$ cat src/rtl/u8vc_pkg.sv
// Shared types, constants and lookup functions for the UTF-8 validating counter.
// Holds the byte-class ROM, the DFA transition table and the encoded-length function.
// No dependencies.
package u8vc_pkg;

  // Default width of the internal codepoint and size counters
  localparam int COUNT_WIDTH_DEF = 32;

  // Width of the result count fields
  localparam int OUT_WIDTH = 32;

  // Partial codepoint width
  localparam int CODE_WIDTH = 21;

  // DFA state codes: 0 accept, 1 reject, 2..8 inside a character
  typedef logic [3:0] dfa_state_t;
  typedef logic [3:0] byte_class_t;

  localparam dfa_state_t ST_ACCEPT = 4'd0;
  localparam dfa_state_t ST_REJECT = 4'd1;
  localparam dfa_state_t ST_LAST   = 4'd8;

  // Transition table, indexed by [state][byte class]
  localparam dfa_state_t NEXT_STATE [0:8][0:15] = '{
    '{4'd0, 4'd1, 4'd2, 4'd3, 4'd5, 4'd8, 4'd7, 4'd1,
      4'd1, 4'd1, 4'd4, 4'd6, 4'd1, 4'd1, 4'd1, 4'd1},
    '{4'd1, 4'd1, 4'd1, 4'd1, 4'd1, 4'd1, 4'd1, 4'd1,
      4'd1, 4'd1, 4'd1, 4'd1, 4'd1, 4'd1, 4'd1, 4'd1},
    '{4'd1, 4'd0, 4'd1, 4'd1, 4'd1, 4'd1, 4'd1, 4'd0,
      4'd1, 4'd0, 4'd1, 4'd1, 4'd1, 4'd1, 4'd1, 4'd1},
    '{4'd1, 4'd2, 4'd1, 4'd1, 4'd1, 4'd1, 4'd1, 4'd2,
      4'd1, 4'd2, 4'd1, 4'd1, 4'd1, 4'd1, 4'd1, 4'd1},
    '{4'd1, 4'd1, 4'd1, 4'd1, 4'd1, 4'd1, 4'd1, 4'd2,
      4'd1, 4'd1, 4'd1, 4'd1, 4'd1, 4'd1, 4'd1, 4'd1},
    '{4'd1, 4'd2, 4'd1, 4'd1, 4'd1, 4'd1, 4'd1, 4'd1,
      4'd1, 4'd2, 4'd1, 4'd1, 4'd1, 4'd1, 4'd1, 4'd1},
    '{4'd1, 4'd1, 4'd1, 4'd1, 4'd1, 4'd1, 4'd1, 4'd3,
      4'd1, 4'd3, 4'd1, 4'd1, 4'd1, 4'd1, 4'd1, 4'd1},
    '{4'd1, 4'd3, 4'd1, 4'd1, 4'd1, 4'd1, 4'd1, 4'd3,
      4'd1, 4'd3, 4'd1, 4'd1, 4'd1, 4'd1, 4'd1, 4'd1},
    '{4'd1, 4'd3, 4'd1, 4'd1, 4'd1, 4'd1, 4'd1, 4'd1,
      4'd1, 4'd1, 4'd1, 4'd1, 4'd1, 4'd1, 4'd1, 4'd1}
  };

  // Byte class ROM
  function automatic byte_class_t byte_class(input logic [7:0] b);
    byte_class_t cls;
    if (b <= 8'h7F)      cls = 4'd0;
    else if (b <= 8'h8F) cls = 4'd1;
    else if (b <= 8'h9F) cls = 4'd9;
    else if (b <= 8'hBF) cls = 4'd7;
    else if (b <= 8'hC1) cls = 4'd8;
    else if (b <= 8'hDF) cls = 4'd2;
    else if (b == 8'hE0) cls = 4'd10;
    else if (b == 8'hED) cls = 4'd4;
    else if (b <= 8'hEF) cls = 4'd3;
    else if (b == 8'hF0) cls = 4'd11;
    else if (b <= 8'hF3) cls = 4'd6;
    else if (b == 8'hF4) cls = 4'd5;
    else                 cls = 4'd8;
    return cls;
  endfunction

  // UTF-8 encoded length of a codepoint, 1 to 4
  function automatic logic [2:0] utf8_len(input logic [CODE_WIDTH-1:0] code);
    logic [2:0] len;
    if (code <= 21'h00007F)      len = 3'd1;
    else if (code <= 21'h0007FF) len = 3'd2;
    else if (code <= 21'h00FFFF) len = 3'd3;
    else                         len = 3'd4;
    return len;
  endfunction

endpackage

$ cat src/rtl/utf8_validating_counter_unit.sv
// UTF-8 validating counter, top level.
// Uses u8vc_pkg for the byte-class ROM, the DFA table and the length function.
//
// Usage:
//   Input channel (in_valid/in_stall): one string byte per word in in_byte,
//   with last_byte high on the final byte of the string.
//   Output channel (out_valid/out_stall): one word per string, carrying
//   status (0 valid, 1 invalid or truncated), codepoint_count and
//   encoded_size. Trailing zero bytes are excluded from both counts; an
//   invalid string reports zero counts. Counts saturate at their maximum.
// Timing:
//   One byte is accepted every cycle while in_stall is low. The DFA step,
//   counter updates and final count correction sit between the state and
//   result registers; a result appears the cycle after its last byte is taken.
// Stall:
//   The result register holds while out_stall is high. Non-final bytes keep
//   flowing meanwhile; only a final byte is held off (in_stall high) while
//   an earlier result still waits in the result register.
// Reset:
//   rst (synchronous) returns the DFA to accept, clears all counters and
//   empties the result register. State also returns to reset after every
//   final byte, ready for the next string.
module utf8_validating_counter_unit
  import u8vc_pkg::*;
#(
  parameter int COUNT_WIDTH = COUNT_WIDTH_DEF
) (
  input  logic                 clk,
  input  logic                 rst,
  input  logic                 in_valid,
  output logic                 in_stall,
  input  logic [7:0]           in_byte,
  input  logic                 last_byte,
  output logic                 out_valid,
  input  logic                 out_stall,
  output logic                 status,
  output logic [OUT_WIDTH-1:0] codepoint_count,
  output logic [OUT_WIDTH-1:0] encoded_size
);

  localparam int EXT_WIDTH = (COUNT_WIDTH > OUT_WIDTH) ? COUNT_WIDTH : OUT_WIDTH;
  localparam logic [COUNT_WIDTH-1:0] COUNT_MAX = '1;

  // Stream state
  dfa_state_t             dfa_state;
  logic [CODE_WIDTH-1:0]  partial_code;
  logic [COUNT_WIDTH-1:0] char_count;
  logic [COUNT_WIDTH-1:0] size_total;
  logic [COUNT_WIDTH-1:0] zero_run;

  dfa_state_t             dfa_state_next;
  logic [CODE_WIDTH-1:0]  partial_code_next;
  logic [COUNT_WIDTH-1:0] char_count_next;
  logic [COUNT_WIDTH-1:0] size_total_next;
  logic [COUNT_WIDTH-1:0] zero_run_next;

  logic                   in_take;
  byte_class_t            cls;
  dfa_state_t             st_cur;
  logic                   was_accept;
  logic                   now_accept;
  logic [COUNT_WIDTH:0]   char_sum;
  logic [COUNT_WIDTH:0]   size_sum;
  logic [COUNT_WIDTH:0]   run_sum;
  logic [COUNT_WIDTH-1:0] char_fin;
  logic [COUNT_WIDTH-1:0] size_fin;
  logic [EXT_WIDTH-1:0]   char_ext;
  logic [EXT_WIDTH-1:0]   size_ext;

  // Handshake: only a final byte waits for the result register
  assign in_stall = out_valid & out_stall & last_byte;
  assign in_take  = in_valid & ~in_stall;

  // DFA step and partial codepoint
  always_comb begin
    cls        = byte_class(in_byte);
    st_cur     = (dfa_state <= ST_LAST) ? dfa_state : ST_REJECT;
    was_accept = (st_cur == ST_ACCEPT);
    if (was_accept) begin
      partial_code_next = CODE_WIDTH'((8'hFF >> cls) & in_byte);
    end else begin
      partial_code_next = {partial_code[CODE_WIDTH-7:0], in_byte[5:0]};
    end
    dfa_state_next = NEXT_STATE[st_cur][cls];
    now_accept     = (dfa_state_next == ST_ACCEPT);
  end

  // Saturating counters, updated on each completed character
  always_comb begin
    char_sum = {1'b0, char_count} + (COUNT_WIDTH+1)'(1);
    size_sum = {1'b0, size_total} + (COUNT_WIDTH+1)'(utf8_len(partial_code_next));
    run_sum  = {1'b0, zero_run} + (COUNT_WIDTH+1)'(1);
    char_count_next = char_count;
    size_total_next = size_total;
    zero_run_next   = zero_run;
    if (now_accept) begin
      char_count_next = char_sum[COUNT_WIDTH] ? COUNT_MAX : char_sum[COUNT_WIDTH-1:0];
      size_total_next = size_sum[COUNT_WIDTH] ? COUNT_MAX : size_sum[COUNT_WIDTH-1:0];
      if (was_accept && (in_byte == 8'h00)) begin
        zero_run_next = run_sum[COUNT_WIDTH] ? COUNT_MAX : run_sum[COUNT_WIDTH-1:0];
      end else begin
        zero_run_next = '0;
      end
    end
  end

  // Final counts: drop the trailing zero run unless saturated
  always_comb begin
    if (char_count_next == COUNT_MAX) begin
      char_fin = COUNT_MAX;
    end else if (char_count_next >= zero_run_next) begin
      char_fin = char_count_next - zero_run_next;
    end else begin
      char_fin = '0;
    end
    if (size_total_next == COUNT_MAX) begin
      size_fin = COUNT_MAX;
    end else if (size_total_next >= zero_run_next) begin
      size_fin = size_total_next - zero_run_next;
    end else begin
      size_fin = '0;
    end
    char_ext = EXT_WIDTH'(char_fin);
    size_ext = EXT_WIDTH'(size_fin);
  end

  // Stream state registers, back to reset after each final byte
  always_ff @(posedge clk) begin
    if (rst) begin
      dfa_state    <= ST_ACCEPT;
      partial_code <= '0;
      char_count   <= '0;
      size_total   <= '0;
      zero_run     <= '0;
    end else if (in_take) begin
      if (last_byte) begin
        dfa_state    <= ST_ACCEPT;
        partial_code <= '0;
        char_count   <= '0;
        size_total   <= '0;
        zero_run     <= '0;
      end else begin
        dfa_state    <= dfa_state_next;
        partial_code <= partial_code_next;
        char_count   <= char_count_next;
        size_total   <= size_total_next;
        zero_run     <= zero_run_next;
      end
    end
  end

  // Result register valid
  always_ff @(posedge clk) begin
    if (rst) begin
      out_valid <= 1'b0;
    end else if (in_take && last_byte) begin
      out_valid <= 1'b1;
    end else if (!out_stall) begin
      out_valid <= 1'b0;
    end
  end

  // Result register payload
  always_ff @(posedge clk) begin
    if (in_take && last_byte) begin
      if (now_accept) begin
        status          <= 1'b0;
        codepoint_count <= char_ext[OUT_WIDTH-1:0];
        encoded_size    <= size_ext[OUT_WIDTH-1:0];
      end else begin
        status          <= 1'b1;
        codepoint_count <= '0;
        encoded_size    <= '0;
      end
    end
  end

endmodule

$ cat config.mk
export PLATFORM = sky130hd
export DESIGN_NAME = utf8_validating_counter_unit
export DESIGN_NICKNAME = d
export VERILOG_FILES = /design/src/rtl/u8vc_pkg.sv /design/src/rtl/utf8_validating_counter_unit.sv
export SDC_FILE = /design/constraint.sdc
export NUM_CORES = 1
export LEC_CHECK = 0
export BUFFER_PORTS_ARGS = -buffer_cell sky130_fd_sc_hd__buf_2
export CELL_PAD_IN_SITES_DETAIL_PLACEMENT = 1
export CELL_PAD_IN_SITES_GLOBAL_PLACEMENT = 1
export CORE_ASPECT_RATIO = 1.25
export CORE_MARGIN = 2
export CORE_UTILIZATION = 47
export CTS_CLUSTER_DIAMETER = 40
export DETAILED_ROUTE_END_ITERATION = 8
export GPL_ROUTABILITY_DRIVEN = 0
export GPL_TIMING_DRIVEN = 0
export PLACE_DENSITY = 0.89
export SYNTH_ARGS = -nofsm -noshare
export SYNTH_HDL_FRONTEND = slang
export SYNTH_SLANG_ARGS = --single-unit
$ cat constraint.sdc
create_clock -name clk -period 9.65 [get_ports clk]
set_input_delay 1.93 -clock clk [delete_from_list [all_inputs] [get_ports clk]]
set_output_delay 1.93 -clock clk [all_outputs]
set_load 0.005 [all_outputs]
; ---- Yosys cells after proc, flatten, opt, wreduce, memory -nomap -nowiden
; Memory sizes are Yosys's and may differ from the RTL's.
; Index checks and enable logic that the tools add are counted.
[word_totals]
reg_bits = 181
mem_bits_ro = 1024
in_bits = 13
wordCells = 92
mem_count = 1
[op_classes]
addsub = 5
magnitude_cmp = 16
n_eq_ne = 7
n_shift = 1
n_mux = 41
bitwise = 7
n_reduce_logical = 5
[mem_list]
columns = memory, words, width, rd, rd_ports_with_merged_regs, write_ports, line_no
row1 = (name not given), 16, 64, 1, 0, 0, utf8_validating_counter_unit.sv:84  ; dfa_state_next = NEXT_STATE[st_cur][cls];
[ops]
columns = operator, count
row1 = $mux W32, 14
row2 = $mux W64, 2
row3 = $add A32 B1 Y33 const B, 2
row4 = $eq A32 B32 Y1 const B, 2
row5 = $ge A32 B32 Y1, 2
row6 = $mux W4, 16
row7 = $sub A32 B32 Y32, 2
row8 = $le A8 B8 Y1 const B, 7
row9 = $add A32 B3 Y33, 1
row10 = $eq A8 B8 Y1 const B, 4
row11 = $and A21 B8 Y21, 1
row12 = $le A21 B11 Y1 const B, 1
row13 = $le A21 B16 Y1 const B, 1
row14 = $le A21 B7 Y1 const B, 1
row15 = $mux W21, 1
row16 = $shr A8 B4 Y21 const A, 1
row17 = $bmux W4 S4, 1
row18 = $mux W15, 1
row19 = $ge A5 B5 Y1 const B, 2
row20 = $not A4 Y5, 2
row21 = $mux W3, 3
row22 = $le A8 B7 Y1 const B, 1
row23 = $logic_not A4 Y1, 2
row24 = $logic_not A8 Y1, 1
row25 = other kinds (6), 11

; ---- Logic depth before layout (Yosys ltp)
[depth]
word_depth = 26
depth_mapped = 31
mapped_depth_nobuf = 27

; ---- Worst setup path after synthesis
; OpenSTA, ideal clock, no wires.
[synth_timing]
path_type = input -> register
start = input port in_byte[4]
end = register encoded_size[13], data pin
arrival_time_ps = 8103
slack_ps = 1277
cell_stages = 29
path_buffers = 7
path_cell_list = or4_4 a22o_1 or3_1 buf_2 a41oi_2 o21ba_2 a211o_1 buf_4 nor2_2 buf_4 buf_4 clkbuf_1 clkbuf_1 o21ai_0 nand2_1 ha_1 nor2b_1 o21ai_0 nand2b_1 a221oi_1 o211ai_1 a221oi_1 o21ai_0 o21bai_1 a21o_1 a21oi_1 inv_1 clkbuf_1 o21ai_0
[synth_between]
elab_chain_cells = 26
elab_cells_between_ends = 50
classes_between = add/sub (2) / order compare (12) / eq/ne (5) / shift (1) / mux (25) / bitwise (2) / reduce/logical (3)
[synth_rtl]
columns = element, line_no
row1 = "start, declared", utf8_validating_counter_unit.sv:32  ; input logic [7:0] in_byte,
row2 = branches (longest 26 deep; another with $le A8 B8 Y1), n/a
row3 = "end signal, assigned", utf8_validating_counter_unit.sv:169  ; encoded_size <= size_ext[OUT_WIDTH-1:0];
row4 = "end, declared", utf8_validating_counter_unit.sv:38  ; output logic [OUT_WIDTH-1:0] encoded_size
; Several ways; the timed one is not identified. The select of a mux whose other input is x is not followed.
; A chain may end at the register's enable or synchronous reset.

; ---- Final worst setup path
[layout_timing]
start = input port in_byte[4]
end = register codepoint_count[25], data pin
[layout_between]
elab_chain_cells = 22
elab_cells_between_ends = 39
classes_between = add/sub (1) / order compare (9) / eq/ne (5) / mux (20) / bitwise (1) / reduce/logical (3)
[layout_rtl]
columns = element, line_no
row1 = branches (longest 22 deep; another with $le A8 B8 Y1), n/a
row2 = "end signal, assigned", utf8_validating_counter_unit.sv:168  ; codepoint_count <= char_ext[OUT_WIDTH-1:0];
row3 = "end, declared", utf8_validating_counter_unit.sv:37  ; output logic [OUT_WIDTH-1:0] codepoint_count,
; Several ways; the timed one is not identified. The select of a mux whose other input is x is not followed.

==> results.md <==
* Buffers and inverters on the worst path at 9
* Total number of vias at 14,200
* Portion of the clock cycle consumed by the worst path in the final layout at 98.4%
* Row count at 68
* CTS tree: built
* Synthesized area at 0.0133 mm²
* Clock root buffer: sky130_fd_sc_hd__clkbuf_16
* Count of endpoints failing hold in the final timing report at 0
* Gr usage total at 34.0%
* Required time worst endpoint at 9870 ps
* Area leader, netlist: sky130_fd_sc_hd__dfxtp_1
* Final setup vio count at 0
* Ys Warns at 0
* Effective utilization at floorplan at 47.9%
* Kind of end point of the critical path: flip-flop
* Post-Route Setup TNS at 0 ps
* Count of cells along the worst register-to-register path at 30
* Power after layout at 1.74 mW
* Crit path largest cell delay at 560 ps
* EDFF count, synth at 65
* Antenna violation net count after detailed routing at 0
* Detailed-route vias per instance at 6.68
* Arrival time of data at the critical path endpoint at 9710 ps
* Clock-pin slew reported for the worst setup and hold paths after clock tree synthesis at 70 ps
* Width of the die at 154 µm
* Post-Synthesis Net Count at 1,755
* Wirelength per Cell at 24.0 µm
* Chip Height at 192 µm
* Diode count at 0
* Slowest cell on crit path: sky130_fd_sc_hd__or4_4
* Cts-stage hold buffer count at 0
* CORE AREA at 0.0277 mm²
* Main synth FF type: sky130_fd_sc_hd__dfxtp_1
* Number of antenna violations at the first check in global routing at 0
* Number of buffers created by CTS at 17
* Ports placed on the boundary at 80
* Worst relative slew slack at 4.26%
* Die Outline Area at 0.0296 mm²
* Area added between synthesis and finish at 11.3%
* Wire length of the first global-routing pass at 78,800 µm
* Total wire length at 51,200 µm
* Category of the worst setup path launch point: input pin
* Area share of the largest cell type after synthesis at 17.5%
* Worst hold-check path type: reg -> reg
* Net count reported at finish at 1,855
* Number of cells on the critical path at 30
* Kind of critical path: in -> reg
* Share of layout cells above drive strength 1 at 11.2%
* Placed wire-length estimate after detailed placement at 38,000 µm
* Final Max Slew Viols at 0
* First-pass iteration count of the detailed router at 7
* Total global routing overflow at 0
* Maximum net fanout on the critical path at 10
* RSZ-0062 raised after global routing: no
* Peak ir drop on the vdd network at 0.114 mV
* Source-to-sink clock delay at the later pin of the worst-skew pair at 460 ps
* Leak Pwr at 5.84 nW
* Max H-tree Level at 4
* CP top delay family: compound AO/OA/AOI/OAI gates
* Run status: finished clean
* Register bit count reported by yosys at 181
* Iter 0 DRT Violations at 1,116
* Max Cap Violations at 0
* Pwr/cell area at 118 mW/mm²
* Post-Synthesis Cells at 1,670
* Final Critical Period at 9490 ps
* Largest clock skew in the final design at 14.3 ps
* Most area-consuming cells after synthesis: sky130_fd_sc_hd__dfxtp_1 (17%), sky130_fd_sc_hd__edfxtp_1 (15%), sky130_fd_sc_hd__ha_1 (6.5%)
* Maximum number of pins on one net before global-route repair at 34
* Highest clock frequency the design can meet at 105 MHz
* Number of buffers inserted by port buffering at 77
* Portion of the post-synthesis area used by sequential elements at 32.2%
* Drc violations at 0
* Distinct cell type count of the synthesized netlist at 81
* FFs w/ async S/R, synth at 0%
* Maximum root-to-sink buffer count at 2
* Via count of the first global-routing pass at 14,400
* TritonCTS Sinks at 181
* Avg Synthesized Cell Area at 7.95 µm²
* Worst Tran Pin Value at 1420 ps
* Cell depth of the worst min-delay path at 2
## power breakdown
| part | internal (mW) | leakage [nW] | switching [mW] |
|---|---|---|---|
| clock | 0.351 | 0.276 | 0.328 |
| combinational | 0.0650 | 4.00 | 0.194 |
| sequential | 0.801 | 1.57 | 0.00583 |
## per-layer routing
layer / vias up / share of wire [%] / track usage, %
met1: 6990 / 38 / 37.8
li1: 6426 / - / -
met2: 622 / 49 / 60.0
met4: 0 / 6.9 / 23.7
met5: - / 0 / 0
met3: 204 / 6.0 / 4.83
## flip-flops by register name, summed over array words and instances, names as in the netlist
name	cells
encoded_size	32
codepoint_count	32
zero_run	32
char_count	32
size_total	32
status	1
partial_code	15
dfa_state	4
out_valid	1
## cells by family (layout without fill, tap and decap cells)
kind of cell | after synthesis | after routing | synth area share, %
and+or+nand+nor | 626 | 626 | 22.6
AOI/OAI and AO/OA | 570 | 570 | 28.0
DFF | 181 | 181 | 32.2
buffers and inverters | 134 | 247 | 4.11
adders and majority gates | 72 | 72 | 6.96
xor gates and xnor gates | 65 | 65 | 4.29
muxes | 22 | 22 | 1.86
## final timing paths
kind,end,from,slack (ps)
max,codepoint_count[25],in_byte[4],160
min,partial_code[0],partial_code[0],500
max reg2reg,codepoint_count[25],dfa_state[3],1490
min reg2reg,partial_code[0],partial_code[0],500
## cells in the final DEF (no fill, tap or decap), types with 7 or more instances in the layout
master / netlist / final
sky130_fd_sc_hd__a211oi_1: 11 / 11
sky130_fd_sc_hd__a21o_1: 46 / 46
sky130_fd_sc_hd__a21oi_1: 136 / 134
sky130_fd_sc_hd__a22oi_1: 76 / 76
sky130_fd_sc_hd__a2bb2oi_1: 21 / 21
sky130_fd_sc_hd__a31oi_1: 31 / 31
sky130_fd_sc_hd__and2_1: 10 / 10
sky130_fd_sc_hd__and3_1: 38 / 38
sky130_fd_sc_hd__and4_1: 12 / 12
sky130_fd_sc_hd__buf_2: 7 / 85
sky130_fd_sc_hd__clkbuf_1: 73 / 65
sky130_fd_sc_hd__clkbuf_16: 0 / 17
sky130_fd_sc_hd__clkbuf_2: 0 / 7
sky130_fd_sc_hd__dfxtp_1: 116 / 116
sky130_fd_sc_hd__edfxtp_1: 65 / 65
sky130_fd_sc_hd__ha_1: 69 / 69
sky130_fd_sc_hd__inv_1: 41 / 42
sky130_fd_sc_hd__mux2_2: 17 / 17
sky130_fd_sc_hd__nand2_1: 141 / 141
sky130_fd_sc_hd__nand2b_1: 19 / 19
sky130_fd_sc_hd__nand3_1: 59 / 59
sky130_fd_sc_hd__nand4_1: 27 / 27
sky130_fd_sc_hd__nor2_1: 218 / 217
sky130_fd_sc_hd__nor2b_1: 9 / 9
sky130_fd_sc_hd__nor3_1: 35 / 35
sky130_fd_sc_hd__nor4_1: 15 / 13
sky130_fd_sc_hd__o21a_1: 10 / 10
sky130_fd_sc_hd__o21ai_0: 129 / 124
sky130_fd_sc_hd__o21ai_1: 4 / 8
sky130_fd_sc_hd__o21ai_2: 17 / 18
sky130_fd_sc_hd__o21bai_1: 8 / 8
sky130_fd_sc_hd__o22ai_1: 7 / 7
sky130_fd_sc_hd__o31ai_1: 12 / 12
sky130_fd_sc_hd__or3_1: 11 / 11
sky130_fd_sc_hd__or4_1: 8 / 8
sky130_fd_sc_hd__xnor2_1: 29 / 29
sky130_fd_sc_hd__xor2_1: 36 / 36
## stage by stage
| step | std cells | util, % | area (µm²) | worst slack, ps | hold slack (ps) |
|---|---|---|---|---|---|
| floorplan | 1670 | - | 13300 | 1280 | 432 |
| global placement | 2097 | 50.8 | 14100 | -1450 | 447 |
| detailed placement | 2099 | 51.0 | 14100 | -1790 | 462 |
| CTS | 2131 | 53.1 | 14700 | 94.5 | 488 |
| global route | 2133 | 53.3 | 14800 | 2.49 | 500 |
| finish | 2133 | 53.3 | 14800 | 159 | 501 |
## cell type report
class | instances | area [µm²]
sequential | 181 | 4270
tap | 350 | 438
fill | 3457 | 13000
buffer | 91 | 394
multi-input combinational | 1355 | 8520
clock inverter | 11 | 73.8
timing repair buffer | 82 | 448
inverter | 42 | 158
clock buffer | 21 | 470
## timing repair
action,in CTS,in global routing
gates resized for setup,10,17
gates cloned,0,0
setup endpoints to repair,62,58
hold endpoints to repair,0,0
pin swaps,0,2
buffers inserted,0,3
## tightest hold or removal path: stages (launching register included)
cell and delay [ps]:
sky130_fd_sc_hd__dfxtp_1 330, sky130_fd_sc_hd__nand2_1 60, sky130_fd_sc_hd__a21oi_1 60
## cells in the mapped netlist, types with 5 or more instances
library cell                  n
sky130_fd_sc_hd__and4_1      12
sky130_fd_sc_hd__or2_2        5
sky130_fd_sc_hd__o31ai_1     12
sky130_fd_sc_hd__or3_1       11
sky130_fd_sc_hd__a21o_1      46
sky130_fd_sc_hd__a21oi_1    136
sky130_fd_sc_hd__and2_1      10
sky130_fd_sc_hd__a221oi_1     5
sky130_fd_sc_hd__mux2_2      17
sky130_fd_sc_hd__buf_1        6
sky130_fd_sc_hd__a22oi_1     76
sky130_fd_sc_hd__a2bb2oi_1   21
sky130_fd_sc_hd__ha_1        69
sky130_fd_sc_hd__and3_1      38
sky130_fd_sc_hd__a41oi_1      6
sky130_fd_sc_hd__nor2b_1      9
sky130_fd_sc_hd__clkbuf_1    73
sky130_fd_sc_hd__a31oi_1     31
sky130_fd_sc_hd__or4_1        8
sky130_fd_sc_hd__nand4_1     27
sky130_fd_sc_hd__nor4_1      15
sky130_fd_sc_hd__xor2_1      36
sky130_fd_sc_hd__o22ai_1      7
sky130_fd_sc_hd__xnor2_1     29
sky130_fd_sc_hd__a211oi_1    11
sky130_fd_sc_hd__dfxtp_1    116
sky130_fd_sc_hd__inv_1       41
sky130_fd_sc_hd__edfxtp_1    65
sky130_fd_sc_hd__o21ai_0    129
sky130_fd_sc_hd__o21ai_2     17
sky130_fd_sc_hd__nand3_1     59
sky130_fd_sc_hd__nor3_1      35
sky130_fd_sc_hd__buf_2        7
sky130_fd_sc_hd__nand2b_1    19
sky130_fd_sc_hd__nand2_1    141
sky130_fd_sc_hd__o21bai_1     8
sky130_fd_sc_hd__nor2_1     218
sky130_fd_sc_hd__o21a_1      10
(Power assumes the default switching activity.)
